File: src/sv/vic_pkg.sv
// Package for the variable index compactor.
// Sizes, command/kind/status codes, the query token type and controller states.
// No dependencies.
package vic_pkg;

  localparam int MAX_VARS   = 256;
  localparam int INDEX_BITS = 32;
  localparam int POS_W      = (MAX_VARS > 1) ? $clog2(MAX_VARS) : 1;
  localparam int CNT_W      = $clog2(MAX_VARS + 1);

  localparam logic [1:0] CMD_START = 2'd0;
  localparam logic [1:0] CMD_FWD   = 2'd1;
  localparam logic [1:0] CMD_REV   = 2'd2;

  localparam logic [1:0] KIND_NONE = 2'd0;
  localparam logic [1:0] KIND_ALG  = 2'd1;
  localparam logic [1:0] KIND_DIF  = 2'd2;

  localparam logic [1:0] ST_OK    = 2'd0;
  localparam logic [1:0] ST_FULL  = 2'd1;
  localparam logic [1:0] ST_RANGE = 2'd2;

  // Query that walks the cell row, one cell per cycle.
  typedef struct packed {
    logic                  active;
    logic                  rev;
    logic [1:0]            kind;
    logic [INDEX_BITS-1:0] idx;
    logic [CNT_W-1:0]      count;
    logic                  found;
    logic                  appended;
    logic [1:0]            res_kind;
    logic [31:0]           res_index;
  } token_t;

  typedef enum logic [1:0] {
    S_IDLE,
    S_BUSY,
    S_FINISH
  } state_t;

endpackage

File: src/sv/vic_ctrl.sv
// Controller: input and output handshakes, counters, token injection and collection.
// Depends on vic_pkg.
module vic_ctrl (
  input  logic                   clk,
  input  logic                   rst,
  input  logic                   in_valid,
  output logic                   in_stall,
  input  logic [1:0]             command,
  input  logic [1:0]             ref_kind,
  input  logic [31:0]            var_index,
  output logic                   out_valid,
  input  logic                   out_stall,
  output logic [1:0]             out_kind,
  output logic [31:0]            out_index,
  output logic [8:0]             alg_count,
  output logic [8:0]             dif_count,
  output logic [1:0]             status,
  output vic_pkg::token_t        inj,
  input  vic_pkg::token_t        ret
);

  vic_pkg::state_t         state, state_next;
  logic [vic_pkg::CNT_W-1:0] entry_count, entry_count_next;
  logic [vic_pkg::CNT_W-1:0] alg_cnt, alg_cnt_next;
  logic [vic_pkg::CNT_W-1:0] dif_cnt, dif_cnt_next;
  vic_pkg::token_t         hold, hold_next;
  logic                    out_valid_next;
  logic [1:0]              out_kind_next;
  logic [31:0]             out_index_next;
  logic [1:0]              status_next;
  logic                    out_free;
  logic                    accept;
  logic                    to_chain;
  logic [vic_pkg::INDEX_BITS-1:0] idx_m;

  assign out_free  = !out_valid || !out_stall;
  assign in_stall  = (state != vic_pkg::S_IDLE) || !out_free;
  assign accept    = in_valid && !in_stall;
  assign idx_m     = var_index[vic_pkg::INDEX_BITS-1:0];
  assign to_chain  = (command == vic_pkg::CMD_FWD &&
                      (ref_kind == vic_pkg::KIND_ALG || ref_kind == vic_pkg::KIND_DIF)) ||
                     (command == vic_pkg::CMD_REV && ref_kind == vic_pkg::KIND_ALG);
  assign alg_count = 9'(alg_cnt);
  assign dif_count = 9'(dif_cnt);

  always_comb begin
    state_next       = state;
    entry_count_next = entry_count;
    alg_cnt_next     = alg_cnt;
    dif_cnt_next     = dif_cnt;
    hold_next        = hold;
    out_valid_next   = out_valid && out_stall;
    out_kind_next    = out_kind;
    out_index_next   = out_index;
    status_next      = status;

    inj           = '0;
    inj.rev       = (command == vic_pkg::CMD_REV);
    inj.kind      = ref_kind;
    inj.idx       = idx_m;
    inj.count     = entry_count;
    inj.active    = accept && to_chain;

    case (state)
      vic_pkg::S_IDLE: begin
        if (accept) begin
          if (to_chain) begin
            state_next = vic_pkg::S_BUSY;
          end else if (command == vic_pkg::CMD_START) begin
            entry_count_next = '0;
            alg_cnt_next     = '0;
            dif_cnt_next     = '0;
            out_valid_next   = 1'b1;
            out_kind_next    = vic_pkg::KIND_NONE;
            out_index_next   = '0;
            status_next      = vic_pkg::ST_OK;
          end else begin
            out_valid_next = 1'b1;
            out_kind_next  = ref_kind;
            out_index_next = 32'(idx_m);
            status_next    = vic_pkg::ST_OK;
          end
        end
      end
      vic_pkg::S_BUSY: begin
        if (ret.active) begin
          hold_next  = ret;
          state_next = vic_pkg::S_FINISH;
        end
      end
      vic_pkg::S_FINISH: begin
        if (out_free) begin
          state_next     = vic_pkg::S_IDLE;
          out_valid_next = 1'b1;
          if (hold.found) begin
            out_kind_next  = hold.res_kind;
            out_index_next = hold.res_index;
            status_next    = vic_pkg::ST_OK;
          end else begin
            out_kind_next  = hold.kind;
            out_index_next = 32'(hold.idx);
            status_next    = hold.rev ? vic_pkg::ST_RANGE : vic_pkg::ST_FULL;
          end
          if (hold.appended) begin
            entry_count_next = entry_count + 1'b1;
            if (hold.kind == vic_pkg::KIND_DIF) begin
              dif_cnt_next = dif_cnt + 1'b1;
            end else begin
              alg_cnt_next = alg_cnt + 1'b1;
            end
          end
        end
      end
      default: begin
        state_next = vic_pkg::S_IDLE;
      end
    endcase
  end

  always_ff @(posedge clk) begin
    if (rst) begin
      state       <= vic_pkg::S_IDLE;
      entry_count <= '0;
      alg_cnt     <= '0;
      dif_cnt     <= '0;
      out_valid   <= 1'b0;
    end else begin
      state       <= state_next;
      entry_count <= entry_count_next;
      alg_cnt     <= alg_cnt_next;
      dif_cnt     <= dif_cnt_next;
      out_valid   <= out_valid_next;
    end
  end

  always_ff @(posedge clk) begin
    hold      <= hold_next;
    out_kind  <= out_kind_next;
    out_index <= out_index_next;
    status    <= status_next;
  end

endmodule

File: config.mk
export PLATFORM = sky130hd
export DESIGN_NAME = vic_ctrl
export DESIGN_NICKNAME = d
export VERILOG_FILES = /design/src/sv/vic_pkg.sv /design/src/sv/vic_ctrl.sv
export SDC_FILE = /design/constraint.sdc
export NUM_CORES = 1
export LEC_CHECK = 0
export BUFFER_PORTS_ARGS = -buffer_cell sky130_fd_sc_hd__buf_2
export CAP_MARGIN = 20
export CORE_AREA = 3 3 129 131
export DETAILED_ROUTE_END_ITERATION = 12
export DIE_AREA = 0 0 132 134
export HOLD_SLACK_MARGIN = 0.03
export PLACE_DENSITY = 0.7
export SKIP_LAST_GASP = 1
export SLEW_MARGIN = 20
export SYNTH_ARGS = -nofsm -noshare
export SYNTH_HDL_FRONTEND = slang
export SYNTH_SLANG_ARGS = --single-unit
File: constraint.sdc
create_clock -name clk -period 8.3 [get_ports clk]
set_input_delay 2.075 -clock clk [delete_from_list [all_inputs] [get_ports clk]]
set_output_delay 2.075 -clock clk [all_outputs]
set_load 0.01 [all_outputs]
==> metrics.yaml, run 1 <==
outcome:
  status: "complete, no violations"
finish:
  final_core_util_pct: 48.7
  diodes: 0
  fillCellCount: 1384
  drive_gt1_share_pct: 38.4
  stdcell_area_um2: 7660
  area_growth_pct: 23.7
  stdcell_count: 903
  final_nets: 799
global_routing:
  grt_pass1_vias: 4064
  overflow: 0
  use_met3_pct: 8.18
  grt_pass1_wl_um: 21700
  grt_use_total_pct: 15.8
  grt_util_met2_pct: 26.1
  grt_antenna_before_repair: 1
  grt_max_degree: 71
  gr-max-usage-layer: "met2"
  grtUsageMet1_pct: 17.6
placement:
  dp_hpwl_um: 9910
  gp_congestion: 0.819
  dpl.cell_count: 871
  dp_worst_setup_slack_ps: 2910
  place_area_um2: 7050
  port_buffers: 212
timing:
  final-hold-violation-count: 0
  finalMaxSlewViolations: 0
  fin_skew_ps: 7.06
  slew_headroom_pct: 26.9
  fin_ws_ps: 2910
  final.period_utilization_pct: 65.0
  fmax_mhz: 185
  setup_viol: 0
  fin_crit_ps: 5390
  tightestPinTransition_ps: 1100
  fin_setup_tns_ps: 0
  rsz0062_at_grt: "false"
clocking:
  clock_latency_ps: 410
  cts_setup_buffers: 0
  cts_tree: "built"
  cts_sinks: 137
  clockBufferDepth: 2
  clk_pin_slew_ps: 60
  root_buffer: "clkbuf_16"
  postCtsHoldBufs: 0
  post_cts_resized: 0
  htreeDepth: 4
  cts_made_buffers: 17
synthesis:
  netlist_instances: 498
  yosys_warnings: 0
  avgSynthCellArea_um2: 12.4
  synthesis.area_um2: 6190
  synth-seq-area-share_pct: 61.6
  ys_ff_latch: 137
  yosysUniqueCellTypes: 53
  synth_top_flop_cell: "edfxtp_1"
  synth_top_cell_area_share_pct: 51.9
  synth_top_area_cell: "edfxtp_1"
  synth_edf_count: 107
  synthArstFlopShare_pct: 0
  synthTopCellsByArea: "edfxtp_1 52%, dfxtp_1 9.7%, buf_4 8.9%"
power_and_ir_drop:
  p_switching_mw: 0.397
  p_sw_share_pct: 23.8
  combinationalPowerShare_pct: 7.4
  p_int_mw: 1.27
  p_per_area_nw_per_um2: 218
  p_seq_share_pct: 46.2
  total_leakage_power_nw: 3.24
  clkPwrFrac_pct: 46.4
  irDropWorstVdd_uv: 195
critical_path:
  crit_fanout: 3
  end_kind: "output port"
  critPathArrivalTime_ps: 3320
  critical_path_class: "in2out"
  required_ps: 6230
  start_kind: "input pin"
route:
  num_vias: 4264
  ant_nets: 0
  drtPass1Iterations: 4
  first_iter_violations: 227
  routed_wl_um: 13900
  routed_via_density: 4.72
  drc: 0
  wl_per_cell_um: 15.4
die:
  design.core.area_um2: 15700
  die_height_um: 134
  num_rows: 46
  die_x_um: 132
  initial_core_util_pct: 39.4
  die_area_um2: 17700
  io_pins: 258
run:
  maxCapViolations: 0
min_path:
  hp-class: "reg2reg"
## power by group through the flow
| stage | Clock (mW) | Combinational, mW | Sequential (mW) |
|---|---|---|---|
| after detailed placement | 0 | 0.126 | 0.785 |
| final | 0.774 | 0.124 | 0.771 |
| after global routing | 0.826 | 0.138 | 0.772 |
| after CTS | 0.789 | 0.126 | 0.771 |
| after global placement | 0 | 0.121 | 0.785 |
| after floorplan | 0 | 0.0726 | 0.795 |
## critical path: stages
cell and delay (ps):
buf_2 130, ha_1 290, or3b_2 450, nand2_1 100, and3_1 150, buf_2 130
## logic make-up (layout without fill, tap and decap cells)
| logic type | after synthesis | in the layout | share of synthesized area, % |
|---|---|---|---|
| flip-flops | 137 | 137 | 61.6 |
| AND/OR/NAND/NOR | 122 | 122 | 10.3 |
| buffers and inverters | 99 | 253 | 11.2 |
| AO/OA/AOI/OAI | 98 | 98 | 9.96 |
| multiplexers | 37 | 37 | 6.12 |
| adder cells (fa/ha/maj) | 4 | 4 | 0.808 |
| other | 1 | 36 | 0.0606 |
## final timing paths
path	start	endpoint	slack, ps	cells after the start
setup / recovery	ref_kind[0]	inj[80]	2910	6
setup reg to reg	state[1]$_SDFFE_PP0P_	alg_count[2]$_SDFFE_PP0P_	5940	4
hold / removal	dif_count[8]$_SDFFE_PP0P_	dif_count[8]$_SDFFE_PP0P_	460	1
hold reg to reg	dif_count[8]$_SDFFE_PP0P_	dif_count[8]$_SDFFE_PP0P_	460	1
## registers in the layout, summed over array words and instances (netlist names), 2 cells and up
name         flops
out_index       32
hold            71
status           2
dif_count        9
alg_count        9
entry_count      9
out_kind         2
state            2
## stage by stage
step | hold slack [ps] | power [mW]
final | 462 | 1.67
after global routing | 511 | 1.74
after CTS | 469 | 1.69
after detailed placement | 461 | 0.911
after global placement | 455 | 0.907
after floorplan | 492 | 0.868
## placed cells by master (no fill, tap or decap), types with 5 or more instances in the layout
cell type  netlist  routed
buf_2            8     212
edfxtp_1       107     107
nand2_1         49      49
o21ai_0         44      44
conb_1           1      36
mux2i_1         35      35
dfxtp_1         30      30
nor2_1          20      18
clkbuf_16        0      17
a21oi_1         15      15
nand3_1          9       9
nor3_1           8       8
and3_1           7       7
inv_1            6       6
nand3b_1         6       6
a41oi_1          6       6
inv_8            0       6
a31oi_1          5       5
a311oi_1         5       5
## layer usage
metal / vias up / part of all wire [%] / routed length, um
met1: 1979 / 38 / 5230
met5: - / 0 / 0
met3: 11 / 11 / 1590
li1: 2080 / - / -
met4: 0 / 1.5 / 205
met2: 194 / 50 / 6890
## cell type report
type / count / area, um^2 / area share [%]
clock buffer: 18 / 429 / 5.60
clock inverter: 14 / 179 / 2.34
inverter: 6 / 22.5 / 0.294
multi-input combinational: 297 / 1840 / 24.0
sequential: 137 / 3810 / 49.8
tap: 216 / 270 / 3.53
timing repair buffer: 215 / 1100 / 14.4
## synthesized netlist by cell type, drive strengths merged (3+ instances only)
cell type	n
edfxtp	107
buf	83
nand2	49
o21ai	45
mux2i	36
dfxtp	30
nor2	20
a21oi	15
clkbuf	10
nand3	9
nor3	8
and3	7
a41oi	6
inv	6
nand3b	6
a211oi	5
a311oi	5
a31oi	5
nor2b	5
ha	4
o21a	4
and4	3
nor4	3
(Power assumes the default switching activity.)
==> inputs of run 2 (changes only) <==
Settings changed: ABC_AREA set to 1, CORE_AREA 3 3 129 131 to 3 3 131 133, DIE_AREA 0 0 132 134 to 0 0 134 136.
Clock period 8.3 ns to 4.45 ns, I/O delays scaled along.
==> metrics.yaml, run 2 <==
synthesis:
  netlist_instances: 636
  synth_top_cell_area_share_pct: 50.1
  synth_top_cells_by_count: "107 x edfxtp_1, 95 x nand2_1, 71 x nor2_1, 70 x buf_4, 63 x o21ai_0"
  synthArstFlopShare_pct: 0
  yosysUniqueCellTypes: 36
  yosys_warnings: 0
  synth_top_area_cell: "edfxtp_1"
  synth_edf_count: 107
  ys_ff_latch: 137
  yosysMostFrequentCell: "edfxtp_1"
  synthTopCellsByArea: "edfxtp_1 50%, dfxtp_1 9.4%, buf_4 8.2%"
  synth-seq-area-share_pct: 59.4
  synth_top_flop_cell: "edfxtp_1"
  avgSynthCellArea_um2: 10.1
  synthesis.area_um2: 6410
finish:
  layout_common_cells: "212 x buf_2, 107 x edfxtp_1, 95 x nand2_1"
  multiInputGateArea_um2: 1970
  area_growth_pct: 23.0
  fillCellCount: 1492
  drive_gt1_share_pct: 33.0
  final_nets: 940
  top_register: "hold"
  final_common_cell: "buf_2"
  seq_area_um2: 3810
  stdcell_area_um2: 7890
  largest_registers: "hold: 71 flops, out_index: 32 flops"
  largest_register_ff_count: 71
power_and_ir_drop:
  total_leakage_power_nw: 3.33
  p_per_area_nw_per_um2: 394
  p_sw_share_pct: 22.7
  p_int_mw: 2.40
  p_switching_mw: 0.704
  clkPwrFrac_pct: 45.1
  p_seq_share_pct: 46.5
  combinationalPowerShare_pct: 8.4
  irDropWorstVdd_uv: 242
critical_path:
  critical_path_class: "in2out"
  required_ps: 3340
  crit_fanout: 3
  critPathArrivalTime_ps: 2050
  worst-r2r-setup-slack_ps: 1720
  r2r_start: "state[0]$_SDFFE_PP0P_"
  end_kind: "output port"
  start_kind: "input pin"
  worst_r2r_endpoint: "out_index[17]$_DFFE_PP_"
  rr_worst_depth: 5
global_routing:
  grt_use_total_pct: 17.8
  overflow: 0
  grt_pass1_vias: 4728
  grt_max_degree: 73
  grt_antenna_before_repair: 2
  grt_pass1_wl_um: 24700
die:
  die_height_um: 136
  die_x_um: 134
  design.core.area_um2: 15900
  io_pins: 258
  die_area_um2: 18200
  num_rows: 46
  initial_core_util_pct: 40.2
timing:
  fin_ws_ps: 1290
  fmax_mhz: 317
  final-hold-violation-count: 0
  finalMaxSlewViolations: 0
  slew_headroom_pct: 35.6
  rsz0062_at_grt: "false"
  setup_viol: 0
  fin_skew_ps: 8.72
  fin_setup_tns_ps: 0
  fin_crit_ps: 3160
  final.period_utilization_pct: 71.0
  tightestPinTransition_ps: 966
placement:
  dp_hpwl_um: 11000
  port_buffers: 212
  gp_congestion: 0.835
  dp_worst_setup_slack_ps: 1290
  place_area_um2: 7300
clocking:
  postCtsHoldBufs: 0
  post_cts_resized: 0
  root_buffer: "clkbuf_16"
  cts_sinks: 137
  cts_made_buffers: 17
  cts_setup_buffers: 0
  htreeDepth: 4
  clockBufferDepth: 2
  clock_latency_ps: 420
  cts_tree: "built"
  clk_pin_slew_ps: 60
route:
  routed_wl_um: 16300
  drtPass1Iterations: 4
  ant_nets: 0
  first_iter_violations: 231
  num_vias: 4957
  drc: 0
  routed_via_density: 4.75
  wl_per_cell_um: 15.6
min_path:
  holdPathStages: 2
  min_to: "dif_count[7]$_SDFFE_PP0P_"
  min_from: "dif_count[7]$_SDFFE_PP0P_"
  hp-class: "reg2reg"
run:
  maxCapViolations: 0
outcome:
  status: "complete, no violations"
## run 2: cell count changes after synthesis, moves of 6 or more
cell,previous run,this run
inv_1,6,35
o21ai_1,0,13
nand2_1,49,95
a41oi_1,6,0
nor2_1,20,71
nand4_1,2,11
mux2i_1,35,0
nor2_4,0,6
nand3_1,9,53
and3_1,7,1
o21ai_0,44,63
## run 2: power groups by stage
stage	logic, mW	registers (mW)	clock network, mW
after global routing	0.285	1.45	1.49
after floorplan	0.154	1.49	0
after detailed placement	0.263	1.47	0
after global placement	0.260	1.47	0
after CTS	0.264	1.44	1.43
final	0.261	1.44	1.40
## run 2: worst max-delay path: stages
cell	delay [ps]
buf_2	130
ha_1	280
nand3b_1	160
nand2_1	110
nand2_1	80
inv_1	60
buf_2	120
## run 2: worst max-delay path by stage
stage | start | to | slack, ps
floorplan | ret[80] | hold[0]$_DFFE_PP_ | 70
global placement | ref_kind[1] | inj[80] | 1300
detailed placement | ref_kind[1] | inj[80] | 1290
CTS | ref_kind[1] | inj[80] | 1280
global route | ref_kind[1] | inj[80] | 1230
finish | ref_kind[0] | inj[80] | 1290
## run 2: logic make-up (layout without fill, tap and decap cells)
group	Yosys count	count (layout)	synth area share (%)
buf+inv	133	289	12.1
fa+ha+maj	4	4	0.780
flops	137	137	59.5
other cells	1	37	0.0585
xor+xnor	1	1	0.137
compound gates	100	100	8.04
simple gates	260	260	19.4
## run 2: final cells by class
type / instances / share of cell area (%)
diodes: 1 / 0.0317
clock inverters: 13 / 1.95
inverters: 42 / 2.03
flip-flops and latches: 137 / 48.3
clock buffers: 18 / 5.44
multi-input cells: 401 / 25.0
well taps: 216 / 3.43
repair buffers: 216 / 13.8
## run 2: stage by stage
stage / utilization (%) / power (mW) / instances / hold WS (ps)
after global placement: 45.8 / 1.73 / 1012 / 466
after floorplan: - / 1.64 / 671 / 467
after detailed placement: 45.8 / 1.73 / 1012 / 473
after global routing: 49.5 / 3.23 / 1044 / 520
after CTS: 49.5 / 3.14 / 1043 / 484
final: 49.5 / 3.11 / 1044 / 486
## run 2: routing by layer
| layer | up-vias | global-route usage [%] | routed length, um |
|---|---|---|---|
| met5 | - | 0 | 18 |
| met4 | 2 | 6.97 | 380 |
| met3 | 26 | 4.40 | 972 |
| met2 | 172 | 29.8 | 8070 |
| met1 | 2333 | 22.2 | 6810 |
| li1 | 2424 | - | - |
