`config.mk`:
```
export PLATFORM = sky130hd
export DESIGN_NAME = vic_cell
export DESIGN_NICKNAME = d
export VERILOG_FILES = /design/src/sv/vic_pkg.sv /design/src/sv/vic_cell.sv
export SDC_FILE = /design/constraint.sdc
export NUM_CORES = 1
export LEC_CHECK = 0
export ABC_AREA = 1
export BUFFER_PORTS_ARGS = -buffer_cell sky130_fd_sc_hd__buf_2
export CORE_MARGIN = 10
export CORE_UTILIZATION = 45
export DETAILED_ROUTE_END_ITERATION = 12
export PLACE_DENSITY_LB_ADDON = 0.12
export SETUP_SLACK_MARGIN = 0.1
export SLEW_MARGIN = 20
export SYNTH_ARGS = -nofsm -noshare
export SYNTH_HDL_FRONTEND = slang
export SYNTH_SLANG_ARGS = --single-unit
```
`constraint.sdc`:
```
create_clock -name clk -period 2.7 [get_ports clk]
set_input_delay 0.405 -clock clk [delete_from_list [all_inputs] [get_ports clk]]
set_output_delay 0.405 -clock clk [all_outputs]
set_load 0.005 [all_outputs]
```
`src/sv/vic_pkg.sv`:
```
// Package for the variable index compactor.
// Sizes, command/kind/status codes, the query token type and controller states.
// No dependencies.
package vic_pkg;

  localparam int MAX_VARS   = 256;
  localparam int INDEX_BITS = 32;
  localparam int POS_W      = (MAX_VARS > 1) ? $clog2(MAX_VARS) : 1;
  localparam int CNT_W      = $clog2(MAX_VARS + 1);

  localparam logic [1:0] CMD_START = 2'd0;
  localparam logic [1:0] CMD_FWD   = 2'd1;
  localparam logic [1:0] CMD_REV   = 2'd2;

  localparam logic [1:0] KIND_NONE = 2'd0;
  localparam logic [1:0] KIND_ALG  = 2'd1;
  localparam logic [1:0] KIND_DIF  = 2'd2;

  localparam logic [1:0] ST_OK    = 2'd0;
  localparam logic [1:0] ST_FULL  = 2'd1;
  localparam logic [1:0] ST_RANGE = 2'd2;

  // Query that walks the cell row, one cell per cycle.
  typedef struct packed {
    logic                  active;
    logic                  rev;
    logic [1:0]            kind;
    logic [INDEX_BITS-1:0] idx;
    logic [CNT_W-1:0]      count;
    logic                  found;
    logic                  appended;
    logic [1:0]            res_kind;
    logic [31:0]           res_index;
  } token_t;

  typedef enum logic [1:0] {
    S_IDLE,
    S_BUSY,
    S_FINISH
  } state_t;

endpackage

```
`src/sv/vic_cell.sv`:
```
// One cell of the entry row: holds one table entry and matches the passing token.
// Depends on vic_pkg.
module vic_cell (
  input  logic                   clk,
  input  logic                   rst,
  input  logic [vic_pkg::POS_W-1:0] pos,
  input  vic_pkg::token_t        tok_in,
  output vic_pkg::token_t        tok_out
);

  logic                           ent_dif;
  logic [vic_pkg::INDEX_BITS-1:0] ent_orig;
  vic_pkg::token_t                tok_next;
  logic                           wr;
  logic                           in_use;
  logic                           tok_dif;

  always_comb begin
    tok_next = tok_in;
    wr       = 1'b0;
    in_use   = vic_pkg::CNT_W'(pos) < tok_in.count;
    tok_dif  = (tok_in.kind == vic_pkg::KIND_DIF);
    if (tok_in.active && !tok_in.found) begin
      if (!tok_in.rev) begin
        if (in_use && ent_dif == tok_dif && ent_orig == tok_in.idx) begin
          tok_next.found     = 1'b1;
          tok_next.res_kind  = vic_pkg::KIND_ALG;
          tok_next.res_index = 32'(pos);
        end else if (vic_pkg::CNT_W'(pos) == tok_in.count) begin
          // First free slot and no earlier match: this cell takes the new entry.
          wr                 = 1'b1;
          tok_next.found     = 1'b1;
          tok_next.appended  = 1'b1;
          tok_next.res_kind  = vic_pkg::KIND_ALG;
          tok_next.res_index = 32'(pos);
        end
      end else if (in_use && 32'(tok_in.idx) == 32'(pos)) begin
        tok_next.found     = 1'b1;
        tok_next.res_kind  = ent_dif ? vic_pkg::KIND_DIF : vic_pkg::KIND_ALG;
        tok_next.res_index = 32'(ent_orig);
      end
    end
  end

  always_ff @(posedge clk) begin
    if (wr) begin
      ent_dif  <= tok_dif;
      ent_orig <= tok_in.idx;
    end
  end

  always_ff @(posedge clk) begin
    if (rst) begin
      tok_out.active <= 1'b0;
    end else begin
      tok_out <= tok_next;
    end
  end

endmodule

```
==> qor_table.md, run 1 <==
| Stage | Quantity | Value |
|:---|:---|:---|
| sta | Fin Clk Skew | 0.00748 ns |
| placement | Final estimated routing congestion in global placement | 0.955 |
| critical path | Worst Setup Path Type | register to register |
| die | I/O pins | 172 |
| die | Area inside the core boundary | 12700 um2 |
| cts | Hold-fix buffers, CTS | 0 |
| critical path | CP Launch Type | register |
| outcome | Run status | finished clean |
| critical path | Highest-delay cell along the critical path | sky130_fd_sc_hd__edfxtp_1 |
| critical path | Critical Path RT | 2.86 ns |
| sta | Final Max Tran Viols | 0 |
| critical path | CP max stage delay | 0.42 ns |
| die | Horiz. Die Dim | 134 um |
| die | Cell row count | 41 |
| sta | Period utilization | 83.1% |
| yosys | Warnings, synthesis | 0 |
| min path | Class of the most critical hold timing path | primary input to register |
| cts | Worst-skew pair later-pin latency | 0.42 ns |
| grt | Grt total ovfl | 0 |
| yosys | Ranking of synthesized cells by area | sky130_fd_sc_hd__edfxtp_1 (58%), sky130_fd_sc_hd__nand2_1 (13%), sky130_fd_sc_hd__inv_1 (5.5%), sky130_fd_sc_hd__o211ai_1 (3.1%), sky130_fd_sc_hd__nor2_1 (2.9%) |
| sta | Setup repair after global routing missed its margin | false |
| die | Die area | 18000 um2 |
| cells and area | Area taken by flip-flops and latches | 3410 um2 |
| drt | Number of design rule violations left after detail routing | 0 |
| yosys | Number of synthesized flops with an enable pin | 113 |
| sta | Transition at the pin with the smallest max-transition slack | 0.616 ns |
| yosys | Simple logic cell fraction of the synthesized area | 24.0% |
| yosys | Library cell with the largest summed area after synthesis | sky130_fd_sc_hd__edfxtp_1 |
| critical path | Data arrival time at the worst-slack endpoint | 2.41 ns |
| cts | # resized after CTS | 0 |
| grt | Wire length of the first global-routing pass | 25.9 mm |
| yosys | Most numerous cell in the Yosys netlist | sky130_fd_sc_hd__nand2_1 |
| drt | Remaining number of nets flagged by the antenna check after routing | 0 |
| grt | Met3 global-route usage | 6.68% |
| yosys | Post-synthesis mux area share | 0% |
| sta | Setup Total Neg Slack | 0 ns |
| placement | Placement-stage cell area | 6930 um2 |
| sta | Max-slew headroom | 58.9% |
| cts | CTS buffer count | 17 |
| flow run | Max Cap Violations | 0 |
| placement | Total of buffers placed on input and output ports | 171 |
| cts | Sinks on Clock Net | 114 |
| cells and area | Footprint of the multi-input gates | 2020 um2 |
| critical path | Worst-path fanout max | 34 |
| grt | GRT Total Usage | 18.5% |
| power and ir drop | Leakage | 3.56 nW |
| cells and area | Area of all placed cells without fillers | 7570 um2 |
| drt | Post-Route WL | 16.3 mm |
| grt | Most congested layer reported by global routing | met2 |
| cells and area | Final-stage net count | 909 |
| yosys | Net count of the mapped netlist | 725 |
| cts | Number of H-tree levels | 4 |
| yosys | Mapped cell area | 5870 um2 |
| die | Initial standard-cell utilization of the core | 46.3% |
| yosys | Async set or reset register ratio after synthesis | 0% |
| grt | Largest net degree at the start of global routing | 43 |
| placement | Half-perimeter wire length after placement | 12.3 mm |
| critical path | Total buffers and inverters traversed by the critical path | 0 |
| cts | Buffers inserted during post-CTS setup optimization | 0 |
| grt | GR Layer Usage met2 | 30.8% |
| die | Height of the chip | 134 um |
| drt | Drt initial violations | 302 |
| yosys | Synth cell count leaders | sky130_fd_sc_hd__nand2_1 (204), sky130_fd_sc_hd__edfxtp_1 (113), sky130_fd_sc_hd__inv_1 (86) |
| cts | Bufs on Longest Clock Path | 2 |
| power and ir drop | IR drop worst, VDD | 0.391 mV |
| yosys | Predominant post-synthesis flop cell | sky130_fd_sc_hd__edfxtp_1 |
| yosys | Top cell type's share of synthesized area | 57.8% |
| sta | Hold violation total from the final report | 0 |
| cts | Cell at the root of the clock tree | sky130_fd_sc_hd__clkbuf_16 |
| yosys | Compound-Gate Fraction of Synth Area | 7.42% |
| drt | Via count of the routed design | 4935 |
| yosys | Combinational family with the most area after synthesis | simple AND/OR/NAND/NOR gates |
| yosys | Area share of xor/xnor cells in the synthesized design | 1.19% |
| sta | Count of final setup violators | 0 |
| cells and area | Fraction of final layout cells sized beyond drive strength 1 | 29.5% |
| power and ir drop | Power density over the cells | 655 nW/um2 |
| drt | Routed via count divided by cell count | 4.95 |
| yosys | Synth Register Bits | 114 |
| cells and area | Layout overhead on the synthesized area | 29.1% |
| cts | CTS tree | yes |
| grt | Vias in the first global route | 5103 |
| yosys | Adder-cell area share of the yosys netlist | 1.71% |
| yosys | Synthesized instance count | 626 |
| sta | Fmax achieved | 446 MHz |
| sta | Final critical path time including I/O delays and setup | 2.24 ns |
| cts | Clock slew at reported path FFs | 0.06 ns |
| yosys | Register area share after synthesis | 58.2% |
| yosys | Avg Synthesized Cell Area | 9.37 um2 |
| yosys | Count of distinct cell types in the synthesized netlist | 32 |
| grt | Initial antenna violation count | 2 |
| critical path | Kind of cell adding the most delay to the critical path | simple AND/OR/NAND/NOR gates |
| critical path | Critical-path cell list | xnor2_1, nand2_1, nor2_1, nand3_2, nor2_8, nand2_4, and3b_4, or2_1 |
| drt | First-pass iteration count of the detailed router | 5 |
| critical path | Worst setup EP type | register |
| grt | Met1 demand-to-capacity share in global routing | 21.0% |
| drt | Routed length per instance | 16.4 um |
| cells and area | Filler instances | 1113 |
[final cells by class]
type | count | share of cell area [%]
antenna | 2 | 0.0661
clock buffer | 17 | 5.62
clock inverter | 15 | 2.74
inverter | 90 | 4.48
multi-input combinational | 406 | 26.7
sequential | 114 | 45.1
tap | 172 | 2.84
timing repair buffer | 181 | 12.5
[through the flow]
| step | util (%) | cells | setup WS (ns) | total power, mW | hold slack, ns |
|---|---|---|---|---|---|
| floorplan | - | 626 | 0.312 | 2.35 | 0.477 |
| global placement | 54.7 | 963 | 0.200 | 2.61 | 0.597 |
| detailed placement | 54.7 | 963 | 0.128 | 2.62 | 0.596 |
| CTS | 59.7 | 995 | 0.434 | 5.01 | 0.148 |
| global route | 59.8 | 997 | 0.264 | 5.14 | 0.149 |
| finish | 59.8 | 997 | 0.457 | 4.96 | 0.171 |
[worst paths after layout]
kind | cells after the start | slack (ns) | end | from
max reg2reg | 8 | 0.46 | tok_out[34]$_DFFE_PN_ | ent_orig[22]$_DFFE_PP_
min | 2 | 0.17 | tok_out[80]$_SDFF_PP0_ | rst
max | 8 | 0.46 | tok_out[34]$_DFFE_PN_ | ent_orig[22]$_DFFE_PP_
min reg2reg | 2 | 0.62 | tok_out[20]$_DFFE_PN_ | ent_orig[20]$_DFFE_PP_
[where the power goes]
group          internal, mW  total (mW)  switching [mW]
registers              2.07        2.09          0.0260
clock network          1.55        2.38           0.831
logic                 0.199       0.482           0.283
total                  3.82        4.96            1.14
[flip-flops by register name (all words and copies together) (netlist names)]
name / cells
ent_dif: 1
tok_out: 81
ent_orig: 32
[metal layers]
layer / wire [um] / share of wire, %
met1: 6820 / 42
met2: 8130 / 50
met5: 0 / 0
met3: 1130 / 6.9
met4: 258 / 1.6
[cell families after synthesis]
| group | count (synthesis) |
|---|---|
| xor+xnor | 8 |
| simple gates | 316 |
| buf+inv | 106 |
| fa+ha+maj | 8 |
| flops | 114 |
| compound gates | 74 |
[worst reg2reg max path, delay by kind of cell (launching register included)]
| kind | cells | cell delay [ns] |
|---|---|---|
| AND/OR/NAND/NOR | 7 | 1.40 |
| flip-flops | 1 | 0.42 |
| XOR/XNOR | 1 | 0.17 |
[placed cells by master, fill, tap and decap left out, drive strengths merged, types with 10 or more instances in the layout]
| cell type | instances |
|---|---|
| a21oi | 10 |
| buf | 181 |
| clkbuf | 17 |
| edfxtp | 113 |
| inv | 91 |
| nand2 | 208 |
| nand3 | 27 |
| nand4 | 12 |
| nor2 | 55 |
| o211ai | 24 |
| o21ai | 38 |
| or2 | 11 |
No activity file was read; power rests on OpenSTA's default activity.
==> inputs of run 2 (changes only) <==
==> constraint.sdc (replaced) <==
create_clock -name clk -period 1.8 [get_ports clk]
set_input_delay 0.27 -clock clk [delete_from_list [all_inputs] [get_ports clk]]
set_output_delay 0.27 -clock clk [all_outputs]
set_load 0.005 [all_outputs]
==> run 2 against run 1 <==
The run now ends with negative setup slack left. Sequential cell count stayed put. Cell area is 10% higher. Utilization is 6.1 points higher. Setup slack worse by 0.59 ns. Via count is 5.9% higher. Clock power is 22% higher. Die area stayed put. Non-clock buffer count is 75 higher.
==> qor_table.md, run 2 (same netlist as run 1, synthesis figures left out) <==
| Stage | Quantity | Value | Delta |
|:---|:---|:---|:---|
| power and ir drop | Leakage | 3.97 nW | was 3.56 nW |
| drt | First-pass iteration count of the detailed router | 5 | unchanged |
| cts | CTS buffer count | 17 | unchanged |
| power and ir drop | Power density over the cells | 826 nW/um2 | was 655 nW/um2 |
| power and ir drop | Combinational group share of total power | 12.3% | was 9.7% |
| die | Horiz. Die Dim | 134 um | unchanged |
| cts | CTS tree | yes | unchanged |
| grt | Grt total ovfl | 0 | unchanged |
| sta | Fmax achieved | 516 MHz | was 446 MHz |
| sta | Period utilization | 108% | was 83.1% |
| cts | Cell at the root of the clock tree | sky130_fd_sc_hd__clkbuf_16 | unchanged |
| sta | Setup repair after global routing missed its margin | true | was false |
| cells and area | Area of all placed cells without fillers | 8350 um2 | was 7570 um2 |
| die | Die area | 18000 um2 | unchanged |
| cells and area | Most flop-heavy register | tok_out | unchanged |
| drt | Number of design rule violations left after detail routing | 0 | unchanged |
| grt | Wire length of the first global-routing pass | 26.5 mm | was 25.9 mm |
| sta | Hold violation total from the final report | 0 | unchanged |
| sta | Fin Clk Skew | 0.00671 ns | was 0.00748 ns |
| sta | Max-slew headroom | 70.1% | was 58.9% |
| sta | Setup slack of the critical path after layout | -0.137 ns | was 0.457 ns |
| die | Initial standard-cell utilization of the core | 46.3% | unchanged |
| sta | Final Max Tran Viols | 0 | unchanged |
| cells and area | Diode count | 0 | was 2 |
| cts | Worst-skew pair later-pin latency | 0.41 ns | was 0.42 ns |
| sta | Count of final setup violators | 67 | was 0 |
| min path | Class of the most critical hold timing path | primary input to register | unchanged |
| outcome | Failing checks | negative setup slack |  |
| critical path | Reg-to-reg endpoint | tok_out[34]$_DFFE_PN_ | unchanged |
| grt | GRT Total Usage | 18.4% | was 18.5% |
| critical path | Worst R2R Path Depth | 11 | was 8 |
| power and ir drop | Power dissipated by switching net loads | 1.58 mW | was 1.14 mW |
| die | Height of the chip | 134 um | unchanged |
| critical path | CP Launch Type | register | unchanged |
| cells and area | Fraction of final layout cells sized beyond drive strength 1 | 39.6% | was 29.5% |
| placement | Total of buffers placed on input and output ports | 171 | unchanged |
| cts | Bufs on Longest Clock Path | 2 | unchanged |
| drt | Routed length per instance | 15.9 um | was 16.4 um |
| flow run | Max Cap Violations | 0 | unchanged |
| die | Cell row count | 41 | unchanged |
| cts | Number of H-tree levels | 4 | unchanged |
| power and ir drop | Power share of the clock group | 42.1% | was 48.0% |
| outcome | Run status | finished, violations left | was finished clean |
| drt | Post-Route WL | 17.0 mm | was 16.3 mm |
| critical path | Data arrival time at the worst-slack endpoint | 2.09 ns | was 2.41 ns |
| grt | Vias in the first global route | 5428 | was 5103 |
| critical path | Launch point of the worst reg-to-reg path | ent_orig[14]$_DFFE_PP_ | was ent_orig[22]$_DFFE_PP_ |
| power and ir drop | Sequential fraction of design power | 45.6% | was 42.2% |
| cells and area | Most common library cell in the layout ignoring fill and taps | sky130_fd_sc_hd__nand2_1 | unchanged |
| critical path | Worst-path fanout max | 4 | was 34 |
| critical path | Worst setup EP type | register | unchanged |
| critical path | Setup crit start | ent_orig[14]$_DFFE_PP_ | was ent_orig[22]$_DFFE_PP_ |
| cells and area | Largest register FFs | 81 | unchanged |
| die | Area inside the core boundary | 12700 um2 | unchanged |
| power and ir drop | IR drop worst, VDD | 0.605 mV | was 0.391 mV |
| critical path | R2r setup slk | -0.14 ns | was 0.46 ns |
| cts | Sinks on Clock Net | 114 | unchanged |
| power and ir drop | Fraction of power spent switching nets | 22.9% | was 23.0% |
| placement | Worst slack after detailed placement | -0.318 ns | was 0.128 ns |
| placement | Final estimated routing congestion in global placement | 0.817 | was 0.955 |
| placement | Placement-stage cell area | 7580 um2 | was 6930 um2 |
| critical path | Critical path endpoint | tok_out[34]$_DFFE_PN_ | unchanged |
| placement | Half-perimeter wire length after placement | 12.8 mm | was 12.3 mm |
| cells and area | Final-stage net count | 984 | was 909 |
| drt | Drt initial violations | 333 | was 302 |
| cells and area | Filler instances | 1048 | was 1113 |
| critical path | Critical Path RT | 1.95 ns | was 2.86 ns |
| drt | Routed via count divided by cell count | 4.89 | was 4.95 |
| grt | Initial antenna violation count | 0 | was 2 |
| power and ir drop | Cell internal pwr | 5.31 mW | was 3.82 mW |
| sta | Final critical path time including I/O delays and setup | 1.94 ns | was 2.24 ns |
| sta | Setup Total Neg Slack | -5.92 ns | was 0 ns |
| drt | Remaining number of nets flagged by the antenna check after routing | 0 | unchanged |
| placement | Post-placement cell count | 1028 | was 963 |
| cells and area | Commonest non-fill, non-tap cells in the layout | sky130_fd_sc_hd__nand2_1 (200), sky130_fd_sc_hd__buf_2 (171), sky130_fd_sc_hd__edfxtp_1 (113) | was sky130_fd_sc_hd__nand2_1 (204), sky130_fd_sc_hd__buf_2 (171), sky130_fd_sc_hd__edfxtp_1 (113) |
| die | I/O pins | 172 | unchanged |
| critical path | Worst Setup Path Type | register to register | unchanged |
| cells and area | Largest registers | tok_out x81, ent_orig x32, ent_dif x1 | unchanged |
| cells and area | Layout overhead on the synthesized area | 42.3% | was 29.1% |
| cells and area | Cell Count, Final, Fillers Out | 1069 | was 997 |
| cts | Clock slew at reported path FFs | 0.05 ns | was 0.06 ns |
| drt | Via count of the routed design | 5228 | was 4935 |
| cells and area | Final cell utilization of the core | 65.9% | was 59.8% |
| grt | Largest net degree at the start of global routing | 81 | was 43 |
| sta | Transition at the pin with the smallest max-transition slack | 0.448 ns | was 0.616 ns |
[run 2: changes by cell type in the layout (fill, tap and decap cells not counted), sizes merged]
cell      before  now
buf          181  254
bufinv         4    1
clkbuf        17   22
clkinv         6   10
clkinvlp       4    1
diode          2    0
inv           91   89
[run 2: power groups by stage]
stage / logic [mW] / registers, mW / clock network [mW]
3_5_place_dp: 0.808 / 3.19 / 0
6_report: 0.848 / 3.14 / 2.90
4_1_cts: 0.833 / 3.14 / 2.95
5_1_grt: 0.948 / 3.15 / 3.08
3_3_place_gp: 0.789 / 3.19 / 0
2_1_floorplan: 0.319 / 3.22 / 0
[run 2: worst min-delay path by stage]
stage	start	to	depth (start not counted)
6_report	tok_in[37]	tok_out[37]$_DFFE_PN_	1
5_1_grt	tok_in[78]	tok_out[78]$_DFFE_PN_	1
4_1_cts	tok_in[37]	tok_out[37]$_DFFE_PN_	1
3_5_place_dp	tok_in[37]	tok_out[37]$_DFFE_PN_	1
3_3_place_gp	tok_in[37]	tok_out[37]$_DFFE_PN_	1
2_1_floorplan	rst	tok_out[80]$_SDFF_PP0_	1
[run 2: final cells by class]
type                    count  area, um2  share of cell area [%]
multi-input cells         406       2230                    26.8
repair buffers            256       1620                    19.4
clock inverters            11       71.3                   0.855
flip-flops and latches    114       3410                    40.9
well taps                 172        215                    2.58
clock buffers              20        437                    5.23
inverters                  90        352                    4.21
[run 2: critical path, stage by stage, from the launching register on]
cell and delay (ns):
sky130_fd_sc_hd__edfxtp_1 0.39, sky130_fd_sc_hd__nand2_1 0.08, sky130_fd_sc_hd__nand2_1 0.05, sky130_fd_sc_hd__nor2_1 0.10, sky130_fd_sc_hd__nand2_1 0.10, sky130_fd_sc_hd__nor2_2 0.14, sky130_fd_sc_hd__nand2_2 0.10, sky130_fd_sc_hd__nor2_8 0.12
sky130_fd_sc_hd__nand2_4 0.08, sky130_fd_sc_hd__and3b_4 0.20, sky130_fd_sc_hd__buf_12 0.13, sky130_fd_sc_hd__or2_1 0.19
[run 2: stage by stage]
stage | power [mW] | hold slack, ns
final | 6.89 | 0.0603
after global routing | 7.18 | 0.0466
after CTS | 6.93 | 0.0455
after detailed placement | 4.00 | 0.469
after global placement | 3.98 | 0.461
after floorplan | 3.54 | 0.342
[run 2: per-layer routing]
| layer | global-route usage (%) | up-vias | part of all wire, % |
|---|---|---|---|
| met1 | 20.6 | 2427 | 41 |
| met4 | 7.07 | 0 | 1.9 |
| met3 | 5.68 | 24 | 7.3 |
| met5 | 0 | - | 0 |
| met2 | 32.2 | 178 | 49 |
| li1 | - | 2599 | - |
[run 2: what timing repair did]
action,CTS,global route
buffers inserted,6,4
pin swaps,10,11
hold buffers,0,0
cloned,0,3
gates resized for setup,23,20
setup endpoints to repair,69,69
